**config.mk**
```make
export PLATFORM = sky130hd
export DESIGN_NAME = trimmed_utf8_text_validator
export DESIGN_NICKNAME = d
export VERILOG_FILES = /design/src/hdl/tuv_pkg.sv /design/src/hdl/tuv_csr.sv /design/src/hdl/tuv_step.sv /design/src/hdl/trimmed_utf8_text_validator.sv
export SDC_FILE = /design/constraint.sdc
export NUM_CORES = 1
export LEC_CHECK = 0
export BUFFER_PORTS_ARGS = -buffer_cell sky130_fd_sc_hd__clkbuf_2
export CORE_UTILIZATION = 39
export DETAILED_ROUTE_END_ITERATION = 10
export GPL_TIMING_DRIVEN = 0
export MAX_ROUTING_LAYER = met4
export PLACE_DENSITY = 0.61
export RECOVER_POWER = 100
export SYNTH_ARGS = -nofsm -noshare
export SYNTH_HDL_FRONTEND = slang
export SYNTH_SLANG_ARGS = --single-unit
```
**constraint.sdc**
```tcl
create_clock -name clock -period 5.3 [get_ports clock]
set_clock_uncertainty 0.2 [all_clocks]
set_input_delay 0.53 -clock clock [delete_from_list [all_inputs] [get_ports clock]]
set_output_delay 0.53 -clock clock [all_outputs]
set_load 0.05 [all_outputs]
```
**src/hdl/tuv_pkg.sv**
```systemverilog
// ----------------------------------------------------------------------------
// tuv_pkg
// Shared types, constants and the utf-8 byte rule for the trimmed text
// validator.
// ----------------------------------------------------------------------------
`default_nettype none

package tuv_pkg;

   // capacity and field widths
   localparam int unsigned CAP_W        = 11;
   localparam int unsigned CapacityMax  = 1024;
   localparam logic [CAP_W-1:0] CAPACITY_MAX = CAP_W'(CapacityMax);
   localparam logic [CAP_W-1:0] CAPACITY_RESET = CAP_W'(64);
   localparam int unsigned OFFSET_W     = 16;
   localparam int unsigned LENGTH_W     = 10;

   // byte constants
   localparam logic [7:0] BYTE_TERM  = 8'h00;
   localparam logic [7:0] BYTE_SPACE = 8'h20;
   localparam logic [7:0] BYTE_TAB   = 8'h09;
   localparam logic [7:0] BYTE_CR    = 8'h0d;
   localparam logic [7:0] BYTE_LF    = 8'h0a;
   localparam logic [7:0] BYTE_DEL   = 8'h7f;

   // configuration register indexes
   localparam logic REG_CAPACITY = 1'b0;

   // bound on the second byte of a multibyte sequence
   typedef enum logic [2:0] {
      RULE_NONE = 3'd0,
      RULE_E0   = 3'd1,
      RULE_ED   = 3'd2,
      RULE_F0   = 3'd3,
      RULE_F4   = 3'd4
   } rule_type;

   // outcome of checking one content byte
   typedef struct packed {
      logic       ok;
      logic [1:0] cont;
      rule_type   rule;
   } utf8_step_type;

   // one result item
   typedef struct packed {
      logic [LENGTH_W-1:0] trimmed_length;
      logic [OFFSET_W-1:0] start_offset;
      logic                accepted;
   } result_type;

   function automatic logic is_space(input logic [7:0] b);
      return (b == BYTE_SPACE) || (b == BYTE_TAB) || (b == BYTE_CR) || (b == BYTE_LF);
   endfunction

   // check one content byte given the pending sequence state
   function automatic utf8_step_type utf8_check(input logic [7:0] b,
                                                input logic [1:0] cont,
                                                input rule_type   rule);
      utf8_step_type r;
      logic [7:0]    lo;
      logic [7:0]    hi;
      r.ok   = 1'b1;
      r.cont = cont;
      r.rule = rule;
      lo     = 8'h80;
      hi     = 8'hbf;
      if (cont != 2'd0) begin
         case (rule)
            RULE_E0: lo = 8'ha0;
            RULE_ED: hi = 8'h9f;
            RULE_F0: lo = 8'h90;
            RULE_F4: hi = 8'h8f;
            default: ;
         endcase
         r.rule = RULE_NONE;
         if ((b < lo) || (b > hi)) begin
            r.ok = 1'b0;
         end else begin
            r.cont = cont - 2'd1;
         end
      end else begin
         case (b) inside
            [8'h00:8'h7f]: r.ok = (b >= BYTE_SPACE) && (b != BYTE_DEL);
            [8'hc2:8'hdf]: r.cont = 2'd1;
            [8'he0:8'hef]: begin
               r.cont = 2'd2;
               if (b == 8'he0) begin
                  r.rule = RULE_E0;
               end else if (b == 8'hed) begin
                  r.rule = RULE_ED;
               end
            end
            [8'hf0:8'hf4]: begin
               r.cont = 2'd3;
               if (b == 8'hf0) begin
                  r.rule = RULE_F0;
               end else if (b == 8'hf4) begin
                  r.rule = RULE_F4;
               end
            end
            default: r.ok = 1'b0;
         endcase
      end
      return r;
   endfunction

endpackage

`default_nettype wire

```
**src/hdl/tuv_csr.sv**
```systemverilog
// ----------------------------------------------------------------------------
// tuv_csr
// Configuration register file: holds the destination buffer capacity.
// ----------------------------------------------------------------------------
`default_nettype none

module tuv_csr import tuv_pkg::*; (
   input  wire logic             clock,
   input  wire logic             reset,
   input  wire logic             csr_psel,
   input  wire logic             csr_penable,
   input  wire logic             csr_pwrite,
   input  wire logic [2:0]       csr_paddr,
   input  wire logic [31:0]      csr_pwdata,
   output logic      [31:0]      csr_prdata,
   output logic                  csr_pready,
   output logic      [CAP_W-1:0] capacity
);

   logic [CAP_W-1:0] capacity_ff;
   logic [CAP_W-1:0] capacity_in;
   logic             wr_cap;

   // write decode
   assign wr_cap = csr_psel && csr_penable && csr_pwrite && (csr_paddr[2] == REG_CAPACITY);
   assign capacity_in = wr_cap ? csr_pwdata[CAP_W-1:0] : capacity_ff;

   always_ff @(posedge clock) begin
      if (reset) begin
         capacity_ff <= CAPACITY_RESET;
      end else begin
         capacity_ff <= capacity_in;
      end
   end

   // read back
   always_comb begin
      csr_prdata = 32'd0;
      if (csr_paddr[2] == REG_CAPACITY) begin
         csr_prdata = {{(32-CAP_W){1'b0}}, capacity_ff};
      end
   end

   assign csr_pready = 1'b1;
   assign capacity   = capacity_ff;

endmodule

`default_nettype wire

```
**src/hdl/tuv_step.sv**
```systemverilog
// ----------------------------------------------------------------------------
// tuv_step
// Per-string scan state and its one-byte update: leading skip, trailing
// whitespace hold-back, length check and utf-8 sequence tracking.
// ----------------------------------------------------------------------------
`default_nettype none

module tuv_step import tuv_pkg::*; (
   input  wire logic             clock,
   input  wire logic             reset,
   input  wire logic             step_valid,
   input  wire logic [7:0]       text_byte,
   input  wire logic [CAP_W-1:0] capacity,
   output result_type            result
);

   logic                in_lead_ff,   in_lead_in;
   logic                failed_ff,    failed_in;
   logic [1:0]          cont_ff,      cont_in;
   rule_type            rule_ff,      rule_in;
   logic [CAP_W-1:0]    trail_ff,     trail_in;
   logic                ctrl_ff,      ctrl_in;
   logic [CAP_W-1:0]    body_ff,      body_in;
   logic [OFFSET_W-1:0] lead_cnt_ff,  lead_cnt_in;

   logic [CAP_W-1:0]    cap_eff;
   logic [CAP_W:0]      used_sum;
   logic [CAP_W-1:0]    body_base;
   logic                is_term;
   logic                byte_space;
   logic                ok;
   utf8_step_type       chk;

   assign cap_eff    = (capacity > CAPACITY_MAX) ? CAPACITY_MAX : capacity;
   assign is_term    = (text_byte == BYTE_TERM);
   assign byte_space = is_space(text_byte);
   assign used_sum   = {1'b0, body_ff} + {1'b0, trail_ff} + (CAP_W+1)'(1);
   assign body_base  = body_ff + trail_ff;
   assign chk        = utf8_check(text_byte, cont_ff, rule_ff);

   // result for a terminator, from the state before it
   assign ok = !failed_ff && (cap_eff != '0) && (body_ff != '0) && (cont_ff == 2'd0);
   assign result.accepted       = ok;
   assign result.start_offset   = lead_cnt_ff;
   assign result.trimmed_length = ok ? body_ff[LENGTH_W-1:0] : '0;

   // next state for one byte
   always_comb begin
      in_lead_in  = in_lead_ff;
      failed_in   = failed_ff;
      cont_in     = cont_ff;
      rule_in     = rule_ff;
      trail_in    = trail_ff;
      ctrl_in     = ctrl_ff;
      body_in     = body_ff;
      lead_cnt_in = lead_cnt_ff;
      if (is_term) begin
         in_lead_in  = 1'b1;
         failed_in   = 1'b0;
         cont_in     = 2'd0;
         rule_in     = RULE_NONE;
         trail_in    = '0;
         ctrl_in     = 1'b0;
         body_in     = '0;
         lead_cnt_in = '0;
      end else if (in_lead_ff && byte_space) begin
         if (lead_cnt_ff != '1) begin
            lead_cnt_in = lead_cnt_ff + OFFSET_W'(1);
         end
      end else begin
         in_lead_in = 1'b0;
         if (!failed_ff) begin
            if (used_sum >= {1'b0, cap_eff}) begin
               failed_in = 1'b1;
            end else if (byte_space) begin
               if (cont_ff != 2'd0) begin
                  failed_in = 1'b1;
               end else begin
                  trail_in = trail_ff + CAP_W'(1);
                  ctrl_in  = ctrl_ff || (text_byte != BYTE_SPACE);
               end
            end else if ((trail_ff != '0) && ctrl_ff) begin
               failed_in = 1'b1;
            end else begin
               // held-back spaces become content, then check the byte
               trail_in = '0;
               cont_in  = chk.cont;
               rule_in  = chk.rule;
               if (chk.ok) begin
                  body_in = body_base + CAP_W'(1);
               end else begin
                  body_in   = body_base;
                  failed_in = 1'b1;
               end
            end
         end
      end
   end

   always_ff @(posedge clock) begin
      if (reset) begin
         in_lead_ff  <= 1'b1;
         failed_ff   <= 1'b0;
         cont_ff     <= 2'd0;
         rule_ff     <= RULE_NONE;
         trail_ff    <= '0;
         ctrl_ff     <= 1'b0;
         body_ff     <= '0;
         lead_cnt_ff <= '0;
      end else if (step_valid) begin
         in_lead_ff  <= in_lead_in;
         failed_ff   <= failed_in;
         cont_ff     <= cont_in;
         rule_ff     <= rule_in;
         trail_ff    <= trail_in;
         ctrl_ff     <= ctrl_in;
         body_ff     <= body_in;
         lead_cnt_ff <= lead_cnt_in;
      end
   end

`ifndef ASSERT_OFF
   // a terminator leaves the scan state cleared
   a_term_clears: assert property (@(posedge clock) disable iff (reset)
      (step_valid && is_term) |=> (in_lead_ff && !failed_ff && (body_ff == '0)
                                   && (trail_ff == '0) && (lead_cnt_ff == '0)))
      else $error("scan state not cleared after terminator");

   // a second-byte bound is only pending at the start of a long sequence
   a_rule_cont: assert property (@(posedge clock) disable iff (reset)
      (rule_ff != RULE_NONE) |-> (cont_ff >= 2'd2))
      else $error("second-byte rule pending without a sequence");

   // held-back whitespace never sits inside a sequence
   a_trail_cont: assert property (@(posedge clock) disable iff (reset)
      (trail_ff != '0) |-> (cont_ff == 2'd0))
      else $error("trailing whitespace inside a multibyte sequence");
`endif

endmodule

`default_nettype wire

```
**src/hdl/trimmed_utf8_text_validator.sv**
```systemverilog
// a terminator request is held in the input register, then its result in the result register
// throughput: one request per cycle, set by the scan state update, unless a terminator waits
// a terminator waits only while the result register holds an untaken result
// reset: synchronous, clears the scan state and sets the capacity to 64
// no clearing pass after reset; the block takes requests in the next cycle
// ----------------------------------------------------------------------------
// trimmed_utf8_text_validator
// Checks a zero-terminated byte stream as trimmed, visible utf-8 text and
// reports acceptance, leading skip count and trimmed length per string.
// ----------------------------------------------------------------------------
`default_nettype none

module trimmed_utf8_text_validator import tuv_pkg::*; (
   input  wire logic        clock,
   input  wire logic        reset,
   // request: text_byte [7:0]
   input  wire logic        req_tvalid,
   output logic             req_tready,
   input  wire logic [7:0]  req_tdata,
   // result: accepted [0], start_offset [16:1], trimmed_length [26:17]
   output logic             rsp_tvalid,
   input  wire logic        rsp_tready,
   output logic      [31:0] rsp_tdata,
   // configuration
   input  wire logic        csr_psel,
   input  wire logic        csr_penable,
   input  wire logic        csr_pwrite,
   input  wire logic [2:0]  csr_paddr,
   input  wire logic [31:0] csr_pwdata,
   output logic      [31:0] csr_prdata,
   output logic             csr_pready
);

   logic             req_valid_ff, req_valid_in;
   logic [7:0]       req_byte_ff,  req_byte_in;
   logic             rsp_valid_ff, rsp_valid_in;
   result_type       rsp_data_ff,  rsp_data_in;
   logic [CAP_W-1:0] capacity;
   result_type       result;
   logic             is_term;
   logic             proceed;

   tuv_csr u_csr (
      .clock       (clock),
      .reset       (reset),
      .csr_psel    (csr_psel),
      .csr_penable (csr_penable),
      .csr_pwrite  (csr_pwrite),
      .csr_paddr   (csr_paddr),
      .csr_pwdata  (csr_pwdata),
      .csr_prdata  (csr_prdata),
      .csr_pready  (csr_pready),
      .capacity    (capacity)
   );

   tuv_step u_step (
      .clock      (clock),
      .reset      (reset),
      .step_valid (proceed),
      .text_byte  (req_byte_ff),
      .capacity   (capacity),
      .result     (result)
   );

   // the held byte moves on unless it is a terminator facing a full result
   assign is_term    = (req_byte_ff == BYTE_TERM);
   assign proceed    = req_valid_ff && (!is_term || !rsp_valid_ff || rsp_tready);
   assign req_tready = !req_valid_ff || proceed;

   // input register
   assign req_valid_in = req_tready ? req_tvalid : req_valid_ff;
   assign req_byte_in  = (req_tvalid && req_tready) ? req_tdata : req_byte_ff;

   // result register
   always_comb begin
      rsp_valid_in = rsp_valid_ff && !rsp_tready;
      rsp_data_in  = rsp_data_ff;
      if (proceed && is_term) begin
         rsp_valid_in = 1'b1;
         rsp_data_in  = result;
      end
   end

   always_ff @(posedge clock) begin
      if (reset) begin
         req_valid_ff <= 1'b0;
         rsp_valid_ff <= 1'b0;
      end else begin
         req_valid_ff <= req_valid_in;
         rsp_valid_ff <= rsp_valid_in;
      end
      req_byte_ff <= req_byte_in;
      rsp_data_ff <= rsp_data_in;
   end

   assign rsp_tvalid = rsp_valid_ff;
   assign rsp_tdata  = {{(32-$bits(result_type)){1'b0}}, rsp_data_ff};

`ifndef ASSERT_OFF
   // only a terminator can hold up the request side
   a_stall_term: assert property (@(posedge clock) disable iff (reset)
      (req_valid_ff && !req_tready) |-> (is_term && rsp_valid_ff && !rsp_tready))
      else $error("request stalled on a byte that gives no result");

   // a rejected string reports zero length
   a_reject_len: assert property (@(posedge clock) disable iff (reset)
      (rsp_valid_ff && !rsp_data_ff.accepted) |-> (rsp_data_ff.trimmed_length == '0))
      else $error("rejected string with nonzero length");

   // a waiting result stays valid and unchanged
   a_rsp_hold: assert property (@(posedge clock) disable iff (reset)
      (rsp_valid_ff && !rsp_tready) |=> (rsp_valid_ff && $stable(rsp_data_ff)))
      else $error("waiting result dropped or changed");
`endif

endmodule

`default_nettype wire
```
[Yosys cells after proc, flatten, opt, wreduce, memory -nomap -nowiden]
Cells that the tools add are included.
Cells by class
  reduce and logical (&&, ||, !) cells: 49
  bitwise logic cells: 1
  equality and inequality tests: 27
  order comparisons: 13
  add/sub/neg operators: 7
  muxes and demuxes: 71
Operators by type and width (count)
  $mux W11: 16
  $mux W16: 3
  $mux W3: 14
  $reduce_bool A11 Y1: 3
  $eq A8 B8 Y1 const B: 4
  $eq A8 B4 Y1 const B: 3
  $ge A8 B8 Y1 const B: 3
  $le A8 B8 Y1 const B: 3
  $pmux W6 S2: 2
  $add A11 B1 Y11 const B: 2
  $mux W1: 22
  $mux W2: 11
  $reduce_and A6 Y1: 3
  $logic_and A1 B1 Y1: 17
  $add A16 B1 Y16 const B: 1
  $mux W8: 2
  $ne A16 B16 Y1 const B: 1
  $add A11 B11 Y12: 1
  $add A12 B1 Y12 const B: 1
  $ge A12 B11 Y1: 1
  $ne A2 B2 Y1 const B: 6
  $add A11 B11 Y11: 1
  $gt A11 B11 Y1 const B: 1
  $reduce_and A11 Y1: 1
  27 further kinds: 46
Storage, ports and cells
  logic and storage cells: 183
  register bits: 94
  output and inout bits: 67

[Longest topological paths before layout]
  depth in word-level cells: 15
  depth in mapped cells: 18

[Modules after synthesis]
Synthesis repeated with hierarchy kept, for this count alone.
Unflattened totals
  cell total of the unflattened synthesis: 680
  area, all modules: 6239.7 sq um
Modules (own cells, without submodules)
  tuv_step: cells an instance 538, area an instance 4220.3 sq um, times used 1
  trimmed_utf8_text_validator: cells an instance 58, area an instance 1267.5 sq um, times used 1
  tuv_csr: cells an instance 84, area an instance 752.0 sq um, times used 1

[Worst setup path before layout]
OpenSTA, ideal clock, no wires.
  kind: register -> register
  from: register u_step.trail_ff[0]
  to: register u_step.rule_ff[2]
  data required time: 4.979 ns
  clock period less this slack: 3.984 ns
  path slack: 1.316 ns
  arrival: 3.663 ns
  stages on the path, launching flop included: 19
  path through: dfxtp_1 -> inv_1 -> ha_1 -> fa_1 -> nor2b_1 -> o21ai_0 -> nand2b_1 -> a21oi_1 -> o21ai_0 -> a31oi_1 -> xnor2_1 -> ha_1 -> a21o_1 -> a211o_1 -> nor3_1 -> o21ai_0 -> o21ai_2 -> nand3_2 -> mux2_2
Between the ends
  cells in the longest elaborated chain, start to end: 5
RTL lines
  start: declaration: RTL line tuv_step.sv:21  | logic [CAP_W-1:0] trail_ff, trail_in;
  start signal: assignment: RTL line tuv_step.sv:115  | trail_ff <= trail_in;
  $add A11 B11 Y12: RTL line tuv_step.sv:37  | assign used_sum = {1'b0, body_ff} + {1'b0, trail_ff} + (CAP_W+1)'(1);
  $add A12 B1 Y12: RTL line tuv_step.sv:37
  $ge A12 B11 Y1: RTL line tuv_step.sv:73  | if (used_sum >= {1'b0, cap_eff}) begin
  $ne A2 B2 Y1 (no line)
  $reduce_and A11 Y1 (no line) *
  end signal: assignment: RTL line tuv_step.sv:114  | rule_ff <= rule_in;
  end: declaration: RTL line tuv_step.sv:20  | rule_type rule_ff, rule_in;
Every way passes the cells marked *; elsewhere a longest branch is shown, timed or not.
A chain may end at the register's enable or synchronous reset.

[Final worst setup path]
Same ends and word-level chain as after synthesis.

==> impl_metrics.ini <==
[placed_design]
pre_cts_ws_ps = 614
placed_cell_area_mm2 = 0.00649
globalplace.congestion = 0.871
portBuffers = 66
dpl.cell_count = 924
post-dp-hpwl_um = 10700

[sta]
worst_pin_slew_ps = 1230
fin_ws_ps = 462
setup_viol = 0
finalCriticalPeriod_ps = 4840
max_freq_mhz = 207
finalHoldViolCount = 0
rsz0062_at_grt = no
drv_slew = 0
fin_crit_sh_pct = 91.3
relSlewSlack_pct = 18.1
fin_worst_hold_slack_ps = 147
finalSetupTns_ps = 0

[critical_path]
path_class = reg2reg
cp.required_ps = 5340
r2r_start = u_step.trail_ff[0]
ff2ff_path_depth = 18
crit_arrival_ps = 4880
cp-startpoint = u_step.trail_ff[0]
end_kind = register
rr_endpoint = u_step.rule_ff[2]
path_max_fanout = 6
r2r_slack_ps = 460
start_kind = register
critPathCapture = u_step.rule_ff[2]

[final_layout]
synthToLayoutAreaGrowth_pct = 14.9
final.fill_count = 1443
fin_area_mm2 = 0.00671
num_antenna_cells = 0
fin_util_pct = 46.0
nets = 833
layout-drive-gt1-share_pct = 13.4
fin_cells = 940

[clock_network]
cts_buffer_depth = 2
clock-root-buffer = clkbuf_16
numCtsBuffers = 9
post_cts_buffers = 0
cts.clk_slew.worst_paths_ps = 70
cts_num_sinks = 94
holdBufCountCts = 0
cts_tree = done
post_cts_resized = 0
htree_levels = 3
insertion_delay_ps = 350

[route]
ant_nets = 0
route.vias.total = 4940
first_iter_violations = 252
routed_wl_um = 13800
wire_per_inst_um = 14.7
drc = 0
viasPerCell = 5.26
first_pass_iters = 5

[logic_synthesis]
syn_area_per_cell_um2 = 8.99
synth_edf_count = 35
ys.flop_type = dfxtp_1
synthCells = 649
ys_types = 72
syn_area_mm2 = 0.00584
synth_seq_cells = 94
async_flop_share_pct = 0
synth_warnings = 0
synth.yosys.seq_area_share_pct = 38.2

[grt]
grt_first_pass_wirelength_um = 22700
grt_max_degree = 29
grt.total_usage_pct = 18.5
grt_pass1_vias = 4616
overflow = 0
antenna_found_initial = 0

[floorplan]
ios = 117
core-area_mm2 = 0.0146
initial_utilization_pct = 40.0
die-area_mm2 = 0.0155
fp.dieW_um = 124
num_rows = 44
chipHeight_um = 124

[worst_hold_path]
hold_path.class = in2reg

[run]
max_cap_violations = 0

[run_status]
status = complete, no violations

[pwr]
power_mw = 1.64
power.density_mw_per_mm2 = 244
p_leak_nw = 2.56
max-vdd-ir-drop_mv = 0.147
[cells in the final DEF (no fill, tap or decap), types with 4 or more instances in the layout]
master,instances
nor3_1,14
and2_0,9
buf_4,28
nand3_1,18
a31oi_1,6
edfxtp_1,35
a21o_1,6
nand4_1,18
or2_2,8
nor4_1,12
inv_1,24
or3_1,8
clkbuf_16,9
nand2b_1,10
o211ai_1,4
clkbuf_1,63
nor2b_1,15
nor2_1,44
a21oi_1,39
o2bb2ai_1,10
nor3_2,4
buf_2,5
nand2_1,53
mux2i_1,4
clkbuf_2,25
and2_1,4
conb_1,27
o21ai_0,40
xnor2_1,26
ha_1,30
and3_1,12
dfxtp_1,59
xor2_1,14
[per-layer routing]
metal	vias up	global-route usage (%)	part of all wire (%)
met1	2295	24.5	48
met2	125	28.9	46
met5	-	-	0
met4	0	6.87	1.6
met3	14	2.53	4.1
li1	2506	-	-
[sequential cells by signal, summed over array words and instances, names as in the netlist]
register / count
u_step.body_ff: 11
u_step.rule_ff: 3
u_step.lead_cnt_ff: 16
req_byte_ff: 8
u_step.ctrl_ff: 1
u_step.in_lead_ff: 1
u_csr.capacity: 11
rsp_tvalid: 1
u_step.trail_ff: 11
req_valid_ff: 1
u_step.failed_ff: 1
rsp_tdata: 27
u_step.cont_ff: 2
[worst max-delay path: stages, from the launching register on]
cell and delay, ps:
dfxtp_1 440, inv_1 90, ha_1 270, fa_1 470
nor2b_1 110, o21ai_0 80, nand2b_1 130, a21oi_1 80
o21ai_0 400, a31oi_1 170, xnor2_1 160, ha_1 210
a21o_1 150, a211o_1 350, nor3_1 190, o21ai_0 180
o21ai_0 480, nand3_2 230, mux2_2 320
[layout make-up]
type / count / area, um^2 / share of cell area (%)
Clock inverter: 6 / 76.3 / 1.14
Sequential cell: 94 / 2230 / 33.3
Inverter: 24 / 90.1 / 1.34
Clock buffer: 10 / 229 / 3.41
Multi-Input combinational cell: 498 / 3230 / 48.1
Buffer: 58 / 344 / 5.13
Tap cell: 184 / 230 / 3.43
Timing Repair Buffer: 66 / 279 / 4.16
[synth_stat cells (10+ instances only)]
master | n | area share, %
xor2_1 | 14 | 2.1
edfxtp_1 | 35 | 18
buf_4 | 29 | 3.7
nor2_1 | 44 | 2.8
nand3_1 | 18 | 1.5
nand2_1 | 53 | 3.4
and2_1 | 13 | 1.4
o2bb2ai_1 | 10 | 1.5
nor2b_1 | 15 | 1.6
nor4_1 | 12 | 1.3
ha_1 | 30 | 6.4
nand2b_1 | 10 | 1.1
inv_1 | 24 | 1.5
xnor2_1 | 26 | 3.9
a21oi_1 | 38 | 3.3
o21ai_0 | 36 | 3.1
nor3_1 | 13 | 1.1
and3_1 | 12 | 1.3
dfxtp_1 | 59 | 20
clkbuf_1 | 16 | 1.0
nand4_1 | 18 | 1.9
[power by group]
group          leakage, nW  internal, mW  switching [mW]
clock                0.150         0.375           0.299
sequential           0.773         0.756          0.0109
combinational         1.63        0.0648           0.134
[logic make-up after synthesis]
kind of cell	after synthesis	share of synthesized area, %
compound gates	144	16.6
mux	6	1.07
simple gates	249	23.3
flops	94	38.2
other cells	2	0.129
xor+xnor	40	6.00
fa+ha+maj	32	7.12
buf+inv	82	7.57
[worst min-delay path by stage]
stage / from / endpoint / slack, ps / depth (start not counted)
floorplan: u_step.ctrl_ff / u_step.ctrl_ff / 230 / 2
global placement: u_step.lead_cnt_ff[5] / rsp_tdata[6] / 270 / 0
detailed placement: u_step.lead_cnt_ff[15] / rsp_tdata[16] / 260 / 0
CTS: req_tdata[3] / req_byte_ff[3] / 140 / 1
global route: req_tdata[6] / req_byte_ff[6] / 140 / 1
finish: req_tdata[3] / req_byte_ff[3] / 150 / 1
(Power assumes the default switching activity.)
